File: src/hdl/lspb_pkg.sv
`timescale 1ns / 1ps
// Types, command codes and helpers shared by the LED slot pattern blinker.
// No dependencies; every other file imports this package.
package lspb_pkg;

    localparam int PIN_W     = 4;
    localparam int MASK_W    = 16;
    localparam int REP_W     = 8;
    localparam int CFG_IDX_W = 2;
    localparam int CFG_DAT_W = 16;
    localparam int SLOT_MAX_W = 5;

    localparam logic [2:0] CMD_TICK      = 3'd0;
    localparam logic [2:0] CMD_OFF       = 3'd1;
    localparam logic [2:0] CMD_ON        = 3'd2;
    localparam logic [2:0] CMD_BLINK_DEF = 3'd3;
    localparam logic [2:0] CMD_BLINK     = 3'd4;
    localparam logic [2:0] CMD_TOGGLE    = 3'd5;
    localparam logic [2:0] CMD_READ      = 3'd6;

    localparam logic [1:0] MODE_OFF   = 2'd0;
    localparam logic [1:0] MODE_ON    = 2'd1;
    localparam logic [1:0] MODE_BLINK = 2'd2;

    localparam logic [CFG_IDX_W-1:0] REG_PRESENT     = 2'd0;
    localparam logic [CFG_IDX_W-1:0] REG_ACTIVE_HIGH = 2'd1;
    localparam logic [CFG_IDX_W-1:0] REG_DEFAULT_MASK = 2'd2;

    typedef struct packed {
        logic [2:0]        cmd;
        logic [1:0]        led_index;
        logic [MASK_W-1:0] on_mask;
        logic [REP_W-1:0]  repeat_count;
    } cmd_word_t;

    typedef struct packed {
        logic [PIN_W-1:0] pin_levels;
        logic [1:0]       led_mode_out;
        logic             status;
        logic             timer_running;
    } res_word_t;

    // one LED's stored record
    typedef struct packed {
        logic [1:0]        mode;
        logic [MASK_W-1:0] mask;
        logic              rep_forever;
        logic [REP_W-1:0]  repeats;
    } led_rec_t;

    typedef struct packed {
        logic [PIN_W-1:0]  present;
        logic [PIN_W-1:0]  active_high;
        logic [MASK_W-1:0] default_mask;
    } cfg_t;

    // slots from sixteen up read as unlit
    function automatic logic mask_bit(logic [MASK_W-1:0] m, logic [SLOT_MAX_W-1:0] s);
        return (s < SLOT_MAX_W'(MASK_W)) ? m[s[3:0]] : 1'b0;
    endfunction

endpackage

File: src/hdl/lspb_led_ram.sv
`timescale 1ns / 1ps
// LED record memory: one write port, one registered read port, write-first bypass.
// Entries never written read as the all-off record. Uses lspb_pkg.
module lspb_led_ram #(
    parameter int LED_COUNT = 4,
    parameter int AW = 2
) (
    input  logic               clk,
    input  logic               rst_n,
    input  logic               wr_en,
    input  logic [AW-1:0]      wr_addr,
    input  lspb_pkg::led_rec_t wr_data,
    input  logic               rd_en,
    input  logic [AW-1:0]      rd_addr,
    output lspb_pkg::led_rec_t rd_data
);
    import lspb_pkg::*;

    led_rec_t             mem [LED_COUNT];
    logic [LED_COUNT-1:0] written_reg;
    led_rec_t             rd_data_reg;
    logic                 rd_vld_reg;

    always_ff @(posedge clk)
    begin
        if (wr_en)
        begin
            mem[wr_addr] <= wr_data;
        end
        if (rd_en)
        begin
            rd_data_reg <= (wr_en && wr_addr == rd_addr) ? wr_data : mem[rd_addr];
        end
    end

    always_ff @(posedge clk or negedge rst_n)
    begin
        if (!rst_n)
        begin
            written_reg <= '0;
            rd_vld_reg  <= 1'b0;
        end
        else
        begin
            if (wr_en)
            begin
                written_reg[wr_addr] <= 1'b1;
            end
            if (rd_en)
            begin
                rd_vld_reg <= written_reg[rd_addr] || (wr_en && wr_addr == rd_addr);
            end
        end
    end

    assign rd_data = rd_vld_reg ? rd_data_reg : '0;

endmodule

File: src/hdl/lspb_seq.sv
`timescale 1ns / 1ps
// Command sequencer: reads an LED record, modifies it and writes it back; walks all
// records on a tick while the timer runs. Holds slot timer, blink flags, pin levels. Uses lspb_pkg.
module lspb_seq #(
    parameter int LED_COUNT = 4,
    parameter int SLOT_COUNT = 16,
    parameter int AW = 2
) (
    input  logic                clk,
    input  logic                rst_n,
    input  logic                in_valid,
    output logic                in_stall,
    input  lspb_pkg::cmd_word_t in_data,
    input  lspb_pkg::cfg_t      cfg,
    output logic                res_valid,
    input  logic                res_ready,
    output lspb_pkg::res_word_t res_data,
    output logic                wr_en,
    output logic [AW-1:0]       wr_addr,
    output lspb_pkg::led_rec_t  wr_data,
    output logic                rd_en,
    output logic [AW-1:0]       rd_addr,
    input  lspb_pkg::led_rec_t  rd_data
);
    import lspb_pkg::*;

    localparam int SW = $clog2(SLOT_COUNT);
    localparam int CW = $clog2(LED_COUNT + 1);

    localparam logic [1:0] ST_IDLE = 2'd0;
    localparam logic [1:0] ST_MOD  = 2'd1;
    localparam logic [1:0] ST_TICK = 2'd2;
    localparam logic [1:0] ST_DONE = 2'd3;

    logic [1:0]           state_reg, state_next;
    cmd_word_t            cmd_reg, cmd_next;
    logic                 timer_reg, timer_next;
    logic [SW-1:0]        slot_reg, slot_next;
    logic [SW-1:0]        prev_slot_reg, prev_slot_next;
    logic [LED_COUNT-1:0] blink_reg, blink_next;
    logic [PIN_W-1:0]     pins_reg, pins_next;
    logic [CW-1:0]        iss_reg, iss_next;
    logic                 proc_vld_reg, proc_vld_next;
    logic [AW-1:0]        proc_idx_reg, proc_idx_next;
    logic [1:0]           res_mode_reg, res_mode_next;
    logic                 res_status_reg, res_status_next;

    // command path helpers
    logic [AW-1:0]        cmd_addr;
    logic [1:0]           cmd_pin;
    logic                 cmd_present;
    logic                 cmd_is_set;
    led_rec_t             tgt_rec;
    logic                 set_write;
    logic [LED_COUNT-1:0] blink_after;
    logic                 any_blink;
    logic                 timer_start;
    logic [SW-1:0]        slot_eff;
    logic                 set_lit;

    // tick path helpers
    logic [1:0]           tick_pin;
    logic                 tick_pin_ok;
    logic                 tick_act;
    led_rec_t             tick_rec;
    logic                 issuing;

    assign cmd_addr    = AW'(cmd_reg.led_index);
    assign cmd_pin     = cmd_reg.led_index;
    assign cmd_present = cfg.present[cmd_pin];
    assign cmd_is_set  = (cmd_reg.cmd == CMD_OFF) || (cmd_reg.cmd == CMD_ON) ||
                         (cmd_reg.cmd == CMD_BLINK_DEF) || (cmd_reg.cmd == CMD_BLINK) ||
                         (cmd_reg.cmd == CMD_TOGGLE);

    always_comb
    begin
        tgt_rec = '0;
        case (cmd_reg.cmd)
            CMD_ON:
            begin
                tgt_rec.mode = MODE_ON;
            end
            CMD_BLINK_DEF:
            begin
                tgt_rec.mode        = MODE_BLINK;
                tgt_rec.mask        = cfg.default_mask;
                tgt_rec.rep_forever = 1'b1;
            end
            CMD_BLINK:
            begin
                tgt_rec.mode        = MODE_BLINK;
                tgt_rec.mask        = cmd_reg.on_mask;
                tgt_rec.rep_forever = (cmd_reg.repeat_count == '0);
                tgt_rec.repeats     = cmd_reg.repeat_count;
            end
            CMD_TOGGLE:
            begin
                tgt_rec.mode = (rd_data.mode == MODE_OFF) ? MODE_ON : MODE_OFF;
            end
            default:
            begin
                tgt_rec.mode = MODE_OFF;
            end
        endcase
    end

    assign set_write = cmd_present && cmd_is_set && (tgt_rec != rd_data);

    always_comb
    begin
        blink_after = blink_reg;
        blink_after[cmd_addr] = (tgt_rec.mode == MODE_BLINK);
    end

    assign any_blink   = |blink_after;
    assign timer_start = any_blink && !timer_reg;
    assign slot_eff    = timer_start ? '0 : slot_reg;
    assign set_lit     = (tgt_rec.mode == MODE_BLINK) ?
                         mask_bit(tgt_rec.mask, SLOT_MAX_W'(slot_eff)) :
                         (tgt_rec.mode == MODE_ON);

    assign tick_pin    = 2'(proc_idx_reg);
    assign tick_pin_ok = (32'(proc_idx_reg) < PIN_W);
    assign tick_act    = (rd_data.mode == MODE_BLINK) && (rd_data.mask != '0) &&
                         (rd_data.rep_forever || rd_data.repeats != '0);
    assign issuing     = (iss_reg != CW'(LED_COUNT));

    always_comb
    begin
        tick_rec = rd_data;
        if (!rd_data.rep_forever)
        begin
            tick_rec.repeats = rd_data.repeats - 1'b1;
            if (tick_rec.repeats == '0)
            begin
                tick_rec.mode = MODE_OFF;
                tick_rec.mask = '0;
            end
        end
    end

    always_comb
    begin
        state_next      = state_reg;
        cmd_next        = cmd_reg;
        timer_next      = timer_reg;
        slot_next       = slot_reg;
        prev_slot_next  = prev_slot_reg;
        blink_next      = blink_reg;
        pins_next       = pins_reg;
        iss_next        = iss_reg;
        proc_vld_next   = proc_vld_reg;
        proc_idx_next   = proc_idx_reg;
        res_mode_next   = res_mode_reg;
        res_status_next = res_status_reg;
        rd_en   = 1'b0;
        rd_addr = '0;
        wr_en   = 1'b0;
        wr_addr = '0;
        wr_data = '0;

        case (state_reg)
            ST_IDLE:
            begin
                if (in_valid)
                begin
                    cmd_next        = in_data;
                    res_mode_next   = MODE_OFF;
                    res_status_next = 1'b0;
                    case (in_data.cmd)
                        CMD_TICK:
                        begin
                            if (timer_reg)
                            begin
                                prev_slot_next = slot_reg;
                                slot_next = (32'(slot_reg) + 1 >= SLOT_COUNT) ?
                                            '0 : slot_reg + 1'b1;
                                iss_next      = '0;
                                proc_vld_next = 1'b0;
                                state_next    = ST_TICK;
                            end
                            else
                            begin
                                state_next = ST_DONE;
                            end
                        end
                        CMD_OFF, CMD_ON, CMD_BLINK_DEF, CMD_BLINK, CMD_TOGGLE, CMD_READ:
                        begin
                            if (32'(in_data.led_index) < LED_COUNT)
                            begin
                                rd_en      = 1'b1;
                                rd_addr    = AW'(in_data.led_index);
                                state_next = ST_MOD;
                            end
                            else
                            begin
                                res_status_next = 1'b1;
                                state_next      = ST_DONE;
                            end
                        end
                        default:
                        begin
                            state_next = ST_DONE;
                        end
                    endcase
                end
            end
            ST_MOD:
            begin
                res_status_next = !cmd_present;
                res_mode_next   = set_write ? tgt_rec.mode : rd_data.mode;
                if (set_write)
                begin
                    wr_en      = 1'b1;
                    wr_addr    = cmd_addr;
                    wr_data    = tgt_rec;
                    blink_next = blink_after;
                    if (timer_start)
                    begin
                        timer_next = 1'b1;
                        slot_next  = '0;
                    end
                    else if (!any_blink && timer_reg)
                    begin
                        timer_next = 1'b0;
                    end
                    pins_next[cmd_pin] = (set_lit == cfg.active_high[cmd_pin]);
                end
                state_next = ST_DONE;
            end
            ST_TICK:
            begin
                // issue the next read while the previous record is updated
                proc_vld_next = issuing;
                if (issuing)
                begin
                    rd_en         = 1'b1;
                    rd_addr       = iss_reg[AW-1:0];
                    iss_next      = iss_reg + 1'b1;
                    proc_idx_next = iss_reg[AW-1:0];
                end
                if (proc_vld_reg && tick_act)
                begin
                    if (tick_pin_ok &&
                        mask_bit(rd_data.mask, SLOT_MAX_W'(prev_slot_reg)) !=
                        mask_bit(rd_data.mask, SLOT_MAX_W'(slot_reg)))
                    begin
                        pins_next[tick_pin] = !pins_reg[tick_pin];
                    end
                    if (!rd_data.rep_forever)
                    begin
                        wr_en   = 1'b1;
                        wr_addr = proc_idx_reg;
                        wr_data = tick_rec;
                        if (tick_rec.mode == MODE_OFF)
                        begin
                            blink_next[proc_idx_reg] = 1'b0;
                            if (tick_pin_ok)
                            begin
                                pins_next[tick_pin] = !cfg.active_high[tick_pin];
                            end
                        end
                    end
                end
                if (proc_vld_reg && !issuing)
                begin
                    state_next = ST_DONE;
                end
            end
            ST_DONE:
            begin
                if (res_ready)
                begin
                    state_next = ST_IDLE;
                end
            end
            default:
            begin
                state_next = ST_IDLE;
            end
        endcase
    end

    always_ff @(posedge clk or negedge rst_n)
    begin
        if (!rst_n)
        begin
            state_reg    <= ST_IDLE;
            timer_reg    <= 1'b0;
            slot_reg     <= '0;
            blink_reg    <= '0;
            pins_reg     <= '0;
            iss_reg      <= '0;
            proc_vld_reg <= 1'b0;
        end
        else
        begin
            state_reg    <= state_next;
            timer_reg    <= timer_next;
            slot_reg     <= slot_next;
            blink_reg    <= blink_next;
            pins_reg     <= pins_next;
            iss_reg      <= iss_next;
            proc_vld_reg <= proc_vld_next;
        end
    end

    always_ff @(posedge clk)
    begin
        cmd_reg        <= cmd_next;
        prev_slot_reg  <= prev_slot_next;
        proc_idx_reg   <= proc_idx_next;
        res_mode_reg   <= res_mode_next;
        res_status_reg <= res_status_next;
    end

    assign in_stall  = (state_reg != ST_IDLE);
    assign res_valid = (state_reg == ST_DONE);
    assign res_data  = '{pin_levels:    pins_reg,
                         led_mode_out:  res_mode_reg,
                         status:        res_status_reg,
                         timer_running: timer_reg};

`ifndef SYNTHESIS
    a_blink_needs_timer: assert property (@(posedge clk) disable iff (!rst_n)
        (blink_reg != '0) |-> timer_reg)
        else $error("LED blinking while slot timer is stopped");

    a_slot_range: assert property (@(posedge clk) disable iff (!rst_n)
        32'(slot_reg) < SLOT_COUNT)
        else $error("slot index out of range");

    a_timer_start_slot: assert property (@(posedge clk) disable iff (!rst_n)
        $rose(timer_reg) |-> (slot_reg == '0))
        else $error("slot timer started away from slot zero");

    a_walk_bound: assert property (@(posedge clk) disable iff (!rst_n)
        32'(iss_reg) <= LED_COUNT)
        else $error("tick walk ran past the last LED");
`endif

endmodule

File: src/hdl/led_slot_pattern_blinker.sv
`timescale 1ns / 1ps
// Top level of the LED slot pattern blinker: configuration registers, result
// register, sequencer and LED record memory. Uses lspb_pkg, lspb_seq, lspb_led_ram.
//
// Usage:
//   in channel  (in_valid / in_stall / in_data): one command word per item:
//     tick, set off, set on, blink default, blink, toggle or read.
//   out channel (out_valid / out_stall / out_data): exactly one result word
//     per command: pin levels, mode of the addressed LED, status, timer state.
//   cfg channel (cfg_valid / cfg_ready / cfg_index / cfg_data): writes the
//     present mask, polarity mask and default blink mask; always ready.
// Flow: a set or read command is taken, its LED record is read and, if it changes,
//   written back in the next cycle, and the result is then registered in the output
//   register. A tick while the timer runs walks every LED record through the single
//   read port of the record memory. A tick with the timer stopped walks no record.
// Reset: all LEDs off, pins at the unlit level, timer stopped at slot zero.
// Stall: a finished word waits in the output register; the next command is
//   still taken, and its result holds inside until the register frees up.
module led_slot_pattern_blinker #(
    parameter int LED_COUNT = 4,
    parameter int SLOT_COUNT = 16
) (
    input  logic                                clk,
    input  logic                                rst_n,
    input  logic                                in_valid,
    output logic                                in_stall,
    input  lspb_pkg::cmd_word_t                 in_data,
    output logic                                out_valid,
    input  logic                                out_stall,
    output lspb_pkg::res_word_t                 out_data,
    input  logic                                cfg_valid,
    output logic                                cfg_ready,
    input  logic [lspb_pkg::CFG_IDX_W-1:0]      cfg_index,
    input  logic [lspb_pkg::CFG_DAT_W-1:0]      cfg_data
);
    import lspb_pkg::*;

    localparam int AW = (LED_COUNT > 1) ? $clog2(LED_COUNT) : 1;

    cfg_t      cfg_reg;
    logic      out_valid_reg;
    res_word_t out_data_reg;

    logic      res_valid;
    logic      res_ready;
    res_word_t res_data;
    logic      wr_en;
    logic [AW-1:0] wr_addr;
    led_rec_t  wr_data;
    logic      rd_en;
    logic [AW-1:0] rd_addr;
    led_rec_t  rd_data;

    assign cfg_ready = 1'b1;

    always_ff @(posedge clk or negedge rst_n)
    begin
        if (!rst_n)
        begin
            cfg_reg.present      <= 4'hF;
            cfg_reg.active_high  <= 4'hF;
            cfg_reg.default_mask <= 16'h00FF;
        end
        else if (cfg_valid)
        begin
            case (cfg_index)
                REG_PRESENT:      cfg_reg.present      <= cfg_data[PIN_W-1:0];
                REG_ACTIVE_HIGH:  cfg_reg.active_high  <= cfg_data[PIN_W-1:0];
                REG_DEFAULT_MASK: cfg_reg.default_mask <= cfg_data[MASK_W-1:0];
                default:          cfg_reg.present      <= cfg_reg.present;
            endcase
        end
    end

    // load a new word when the register is empty or its word leaves now
    assign res_ready = !out_valid_reg || !out_stall;

    always_ff @(posedge clk or negedge rst_n)
    begin
        if (!rst_n)
        begin
            out_valid_reg <= 1'b0;
        end
        else if (res_ready)
        begin
            out_valid_reg <= res_valid;
        end
    end

    always_ff @(posedge clk)
    begin
        if (res_ready && res_valid)
        begin
            out_data_reg <= res_data;
        end
    end

    assign out_valid = out_valid_reg;
    assign out_data  = out_data_reg;

    lspb_seq #(
        .LED_COUNT  (LED_COUNT),
        .SLOT_COUNT (SLOT_COUNT),
        .AW         (AW)
    ) u_seq (
        .clk       (clk),
        .rst_n     (rst_n),
        .in_valid  (in_valid),
        .in_stall  (in_stall),
        .in_data   (in_data),
        .cfg       (cfg_reg),
        .res_valid (res_valid),
        .res_ready (res_ready),
        .res_data  (res_data),
        .wr_en     (wr_en),
        .wr_addr   (wr_addr),
        .wr_data   (wr_data),
        .rd_en     (rd_en),
        .rd_addr   (rd_addr),
        .rd_data   (rd_data)
    );

    lspb_led_ram #(
        .LED_COUNT (LED_COUNT),
        .AW        (AW)
    ) u_ram (
        .clk     (clk),
        .rst_n   (rst_n),
        .wr_en   (wr_en),
        .wr_addr (wr_addr),
        .wr_data (wr_data),
        .rd_en   (rd_en),
        .rd_addr (rd_addr),
        .rd_data (rd_data)
    );

endmodule
File: config.mk
export PLATFORM = sky130hd
export DESIGN_NAME = led_slot_pattern_blinker
export DESIGN_NICKNAME = d
export VERILOG_FILES = /design/src/hdl/lspb_pkg.sv /design/src/hdl/lspb_led_ram.sv /design/src/hdl/lspb_seq.sv /design/src/hdl/led_slot_pattern_blinker.sv
export SDC_FILE = /design/constraint.sdc
export NUM_CORES = 1
export LEC_CHECK = 0
export ABC_AREA = 1
export BUFFER_PORTS_ARGS = -buffer_cell sky130_fd_sc_hd__clkbuf_2
export CORE_MARGIN = 3
export CORE_UTILIZATION = 45
export DETAILED_ROUTE_END_ITERATION = 12
export PLACE_DENSITY = 0.72
export SLEW_MARGIN = 40
export SYNTH_ARGS = -nofsm -noshare
export SYNTH_HDL_FRONTEND = slang
export SYNTH_SLANG_ARGS = --single-unit
File: constraint.sdc
create_clock -name clk -period 3.31 [get_ports clk]
set_input_delay 0 -clock clk [delete_from_list [all_inputs] [get_ports clk]]
set_output_delay 0 -clock clk [all_outputs]
set_load 0.005 [all_outputs]
==> impl_metrics.tcl, run 1 <==
set metrics [dict create \
    final_common_cell "nand2_1" \
    nFillCells 2170 \
    tightest_slew_ps 875 \
    viasPerCell 5.67 \
    fmax_mhz 318 \
    status "completed" \
    diodes 0 \
    power_mw 10.8 \
    cp_max_fo 27 \
    wl_per_cell_um 18.8 \
    cp_cell_sequence "buf_4 > nor2_4 > buf_4 > nand3_1 > nand2_1 > nand2_1 > nand2_1 > nand2_1 > inv_1 > nand2_1 > nor2_1 > nand3_2 > nand4_1 > nand2_1 > nand2_2 > nand2_2 > nand2_4 > buf_4 > nand4_1 > nand2_1" \
    grt_max_degree 58 \
    coreArea_mm2 0.0253 \
    drc 0 \
    ys_types 52 \
    tns_ps 0 \
    root_buffer "clkbuf_16" \
    finalClockSkew_ps 10.6 \
    htreeDepth 1 \
    dieHeight_um 167 \
    max_stage_delay_ps 440 \
    antenna_found_initial 0 \
    crit_path_end_kind "flop" \
    yosysTopAreaCell "edfxtp_1" \
    yosys_register_bits 230 \
    first_pass_iters 5 \
    synth_edf_count 181 \
    grt_util_all_layers_pct 22.3 \
    die_w_um 167 \
    ys_seq_area_share_pct 57.3 \
    numPortBuffers 61 \
    post_synth_inst_count 1235 \
    gp_congestion 0.980 \
    rows 58 \
    ys.warnings.count 0 \
    syn_avg_cell_area_um2 9.44 \
    worst_setup_path_start_kind "flop" \
    finalMaxSlewViolations 0 \
    first_global_vias 9169 \
    start_util_pct 46.0 \
    cp_common_cell "nand2_1" \
    stdcell_count 1709 \
    area_growth_pct 18.7 \
    yosysTopAreaCellShare_pct 46.6 \
    synthesis.area_mm2 0.0117 \
    worst_ep_arrival_time_ps 3540 \
    power.leakage_nw 5.69 \
    clock-sinks 230 \
    drive_gt1_share_pct 14.9 \
    via_count 9684 \
    cpMaxStageDelayCell "edfxtp_1" \
    ys.flop_type "edfxtp_1" \
    grt.overflow.total 0 \
    syn_nets 1299 \
    largest_register_ffs 108 \
    setup_viol_count_final 0 \
    critPathRequiredTime_ps 3710 \
    most-common-layout-cells "nand2_1, edfxtp_1, nand3_1" \
    synth_area_leaders "edfxtp_1, nand2_1, dfrtp_1, nand3_1, dfstp_2" \
    die_area_mm2 0.0279 \
    ir_drop_mv 0.554 \
    final_nets 1426 \
    final_hold_viol_count 0 \
    period_share_pct 95.0 \
    path_clk_slew_ps 70 \
    postRouteWirelength_mm 32.1 \
    layout_min_cycle_time_ps 3140 \
    async_flop_share_pct 21.3 \
    hp-class "primary input to flop" \
    io_pins 63 \
    clockBufferDepth 3 \
    numCtsBuffers 24 \
    slew-limit-headroom_pct 41.2 \
    finalCoreUtilization_pct 54.7 \
    grt_pass1_wl_mm 50.1 \
    dp_cells 1609 \
    ant_nets 0 \
    insertion_delay_ps 530 \
    cts_tree "done" \
    powerDensity_mw_per_mm2 784 \
    drtIter0Drc 1163 \
    max_cap_viol_count 0 \
    crit_type "flop to flop" \
    hpwl_mm 22.0 \
]
where the power goes:
group	switching (mW)	internal (mW)	total (mW)
sequential	0.330	3.83	4.16
combinational	2.72	1.24	3.96
clock	1.11	1.61	2.72
what timing repair did:
item	CTS	global route
setup buffers	0	2
hold endpoints to repair	104	0
hold buffers	54	0
resized for setup	0	25
endpoints found under the setup margin	0	59
stage by stage:
| stage | cell area, um2 | hold slack, ps | setup WS (ps) |
|---|---|---|---|
| 2_1_floorplan | 11700 | -296 | 33.9 |
| 3_3_place_gp | 12400 | -18.7 | 37.5 |
| 3_5_place_dp | 12400 | -4.02 | 37.0 |
| 4_1_cts | 13800 | 27.8 | 8.96 |
| 5_1_grt | 13800 | 76.4 | -0.444 |
| 6_report | 13800 | 37.8 | 167 |
metal layers:
| layer | track usage, % | vias to the layer above | wire (um) |
|---|---|---|---|
| met1 | 30.7 | 4620 | 13400 |
| met4 | 6.21 | 0 | 785 |
| met2 | 37.1 | 424 | 15600 |
| met3 | 3.13 | 58 | 2390 |
| met5 | 0 | - | 0 |
| li1 | - | 4582 | - |
cell families (layout without fill, tap and decap cells):
family	after synthesis	in the layout	synth area share, %
AND/OR/NAND/NOR	620	621	23.7
other	1	1	0.0322
XOR/XNOR	8	8	0.601
AO/OA/AOI/OAI	195	195	10.1
flip-flops	230	230	57.3
multiplexers	12	12	1.16
adder cells (fa/ha/maj)	12	12	1.29
buffers and inverters	157	300	5.88
cell usage after synthesis, types with 4 or more instances:
master,n
o22ai_1,16
a32oi_1,27
xor2_1,7
buf_6,5
o211ai_1,14
nand2_1,356
nand2_2,8
inv_1,100
dfstp_2,16
dfrtp_1,33
clkbuf_1,22
nor2_1,67
buf_4,9
buf_1,4
edfxtp_1,181
nor3_1,4
a21oi_1,48
o21ai_0,75
nand3_1,105
buf_2,11
ha_1,12
mux2_2,12
nand4_1,56
inv_2,4
final timing paths:
path / cells past startpoint / slack (ps) / to / startpoint
setup / recovery: 20 / 170 / u_ram.rd_data_reg[15] / u_seq.cmd_reg[26]
hold / removal: 5 / 40 / u_seq.state_reg[1] / in_valid
setup reg to reg: 20 / 170 / u_ram.rd_data_reg[15] / u_seq.cmd_reg[26]
hold reg to reg: 0 / 420 / out_data[3] / u_seq.res_mode_reg[1]
max in group asynchronous: 3 / 2200 / cfg_reg[10] / rst_n
min in group asynchronous: 2 / 130 / cfg_reg[5] / rst_n
worst max-delay path: cells and delay by family (launching register included):
family / cells / cell delay [ps]
buffers and inverters: 4 / 770
and+or+nand+nor: 16 / 1770
DFF: 1 / 440
final cells by class:
type,instances,area [um2],share of cell area [%]
repair buffers,152,1190,8.62
clock buffers,30,643,4.65
flip-flops and latches,230,6680,48.3
multi-input cells,849,4360,31.5
well taps,330,413,2.98
clock inverters,13,151,1.09
inverters,105,397,2.87
Power figures use the tool's default switching activity.
==> run 2: changes to the inputs <==
--- a/config.mk
+++ b/config.mk
@@ -8,9 +8,9 @@
 export ABC_AREA = 1
 export BUFFER_PORTS_ARGS = -buffer_cell sky130_fd_sc_hd__clkbuf_2
 export CORE_MARGIN = 3
-export CORE_UTILIZATION = 45
+export CORE_UTILIZATION = 55
 export DETAILED_ROUTE_END_ITERATION = 12
-export PLACE_DENSITY = 0.72
+export PLACE_DENSITY = 0.84
 export SLEW_MARGIN = 40
 export SYNTH_ARGS = -nofsm -noshare
 export SYNTH_HDL_FRONTEND = slang
==> run 2 against run 1 <==
Compared with the run above: power is 3.2% higher; routed wire length increased by 2.4%; hold slack gained 5.2 ps; sequential power about the same; clock skew rose by 19 ps; sequential share of layout area shrank 0.18 points; maximum frequency fell by 4.1%; final area grew 0.38%; utilization increased by 13 points; setup slack worse by 140 ps; critical path depth decreased by 2; combinational power rose by 4%.
==> impl_metrics.tcl, run 2 (synthesis gave the netlist of run 1 again) <==
set metrics [dict create \
    met1_length_mm 13.2 \
    slew-limit-headroom_pct 45.5 \
    numPortBuffers 61 \
    layout_min_cycle_time_ps 3280 \
    first_pass_iters 7 \
    setup_viol_count_final 0 \
    worst_setup_path_start_kind "flop" \
    area_growth_pct 19.1 \
    p_clk_share_pct 26.2 \
    crit_path_end_kind "flop" \
    drc 0 \
    rows 52 \
    clock-sinks 230 \
    p_seq_share_pct 36.9 \
    hold_ws_ps 42.9 \
    worst_ep_arrival_time_ps 3560 \
    switching_share_pct 38.1 \
    wl_met2_mm 15.1 \
    htreeDepth 1 \
    max_cap_viol_count 0 \
    postRouteWirelength_mm 32.9 \
    numCtsBuffers 24 \
    holdPathStages 3 \
    antenna_found_initial 0 \
    timing.rr.end "u_ram.rd_data_reg[3]" \
    viasPerCell 6.05 \
    grt_util_all_layers_pct 28.3 \
    hpwl_mm 21.3 \
    dp_slack_ps 72.6 \
    die_w_um 152 \
    combPwrFrac_pct 36.9 \
    status "completed" \
    largest_register_ffs 108 \
    cp_max_fo 28 \
    p_int_mw 6.92 \
    setup_ws_ps 31.3 \
    start_util_pct 56.7 \
    final_hold_viol_count 0 \
    path_clk_slew_ps 70 \
    ant_nets 0 \
    r2r_slack_ps 30 \
    gp_congestion 0.993 \
    io_pins 63 \
    worst-r2r-cell-count 18 \
    hp-class "primary input to flop" \
    drive_gt1_share_pct 15.4 \
    rr_startpoint "u_seq.cmd_reg[27]" \
    period_share_pct 99.1 \
    fmax_mhz 305 \
    placed_cell_area_mm2 0.0124 \
    maxUsedRoutingLayer "met4" \
    most-common-layout-cells "nand2_1, edfxtp_1, nand3_1" \
    ir_drop_mv 0.570 \
    final_nets 1426 \
    final_common_cell "nand2_1" \
    hp-start "cfg_index[1]" \
    finalMaxSlewViolations 0 \
    power.leakage_nw 5.74 \
    clockBufferDepth 3 \
    coreArea_mm2 0.0206 \
    finalClockSkew_ps 29.2 \
    cts_tree "done" \
    first_global_vias 9195 \
    insertion_delay_ps 530 \
    grt.overflow.total 0 \
    dr_wl_met3_mm 3.37 \
    critPathRequiredTime_ps 3590 \
    worstHoldEndpoint "cfg_reg[3]" \
    diodes 0 \
    via_count 9983 \
    dieHeight_um 152 \
    wl_per_cell_um 19.9 \
    crit_type "flop to flop" \
    tns_ps 0 \
    tightest_slew_ps 809 \
    drtIter0Drc 1176 \
    grt_max_degree 55 \
    powerDensity_mw_per_mm2 806 \
    power.switching_mw 4.27 \
    die_area_mm2 0.0230 \
    grt_pass1_wl_mm 50.0 \
    fin_area_mm2 0.0139 \
    root_buffer "clkbuf_16" \
]
-- run 2: worst max-delay path by stage --
stage	start	endpoint	cells after the start
final	u_seq.cmd_reg[27]	u_ram.rd_data_reg[3]	18
after global routing	u_seq.cmd_reg[28]	u_seq.pins_reg[2]	20
after CTS	u_seq.cmd_reg[28]	u_seq.pins_reg[0]	20
after detailed placement	u_seq.cmd_reg[28]	u_seq.pins_reg[0]	20
after global placement	u_seq.cmd_reg[28]	u_seq.pins_reg[3]	20
after floorplan	u_seq.cmd_reg[28]	u_ram.mem[2][0]	15
-- run 2: through the flow --
step	power, mW	util [%]	cells
detailed placement	7.97	60.2	1547
global placement	7.85	60.2	1547
floorplan	6.79	-	1235
CTS	11.0	66.9	1642
finish	11.2	67.6	1649
global route	11.8	67.6	1649
-- run 2: layout make-up --
cell class	instances	area (um2)
clock buffer	26	608
clock inverter	17	258
fill	1538	6670
inverter	105	397
multi-input combinational	848	4370
sequential	230	6680
tap	270	338
timing repair buffer	153	1250
-- run 2: per-layer routing --
metal | global-route usage (%) | vias up
met2 | 45.0 | 627
met3 | 5.71 | 111
met5 | 0 | -
li1 | - | 4579
met1 | 39.1 | 4666
met4 | 9.61 | 0
-- run 2: power groups by stage --
stage	combinational, mW	clock (mW)	sequential (mW)
finish	4.13	2.93	4.13
global route	4.52	3.08	4.17
global placement	3.70	0	4.15
detailed placement	3.80	0	4.17
CTS	3.88	2.95	4.12
floorplan	2.71	0	4.07
-- run 2: worst max-delay path: stages (launching register included) --
cell and delay, ps:
edfxtp_1 490, inv_1 100, nand2_1 140, nor2_4 290
nand3_1 130, nand2_1 140, nand2_1 70, nor2_1 100
nand2_1 60, nor2_1 240, nand3_2 180, nand4_1 130
nand2_2 70, nand2_2 140, nand2_2 80, nand2_4 70
nand3_4 290, nand2_1 200, nand2_1 80
-- run 2: what timing repair did --
action                                 CTS  global route
resized for setup                        0            25
endpoints found under the hold margin  101             0
buffers inserted                         0             6
setup endpoints to repair                0             9
hold buffers                            52             0
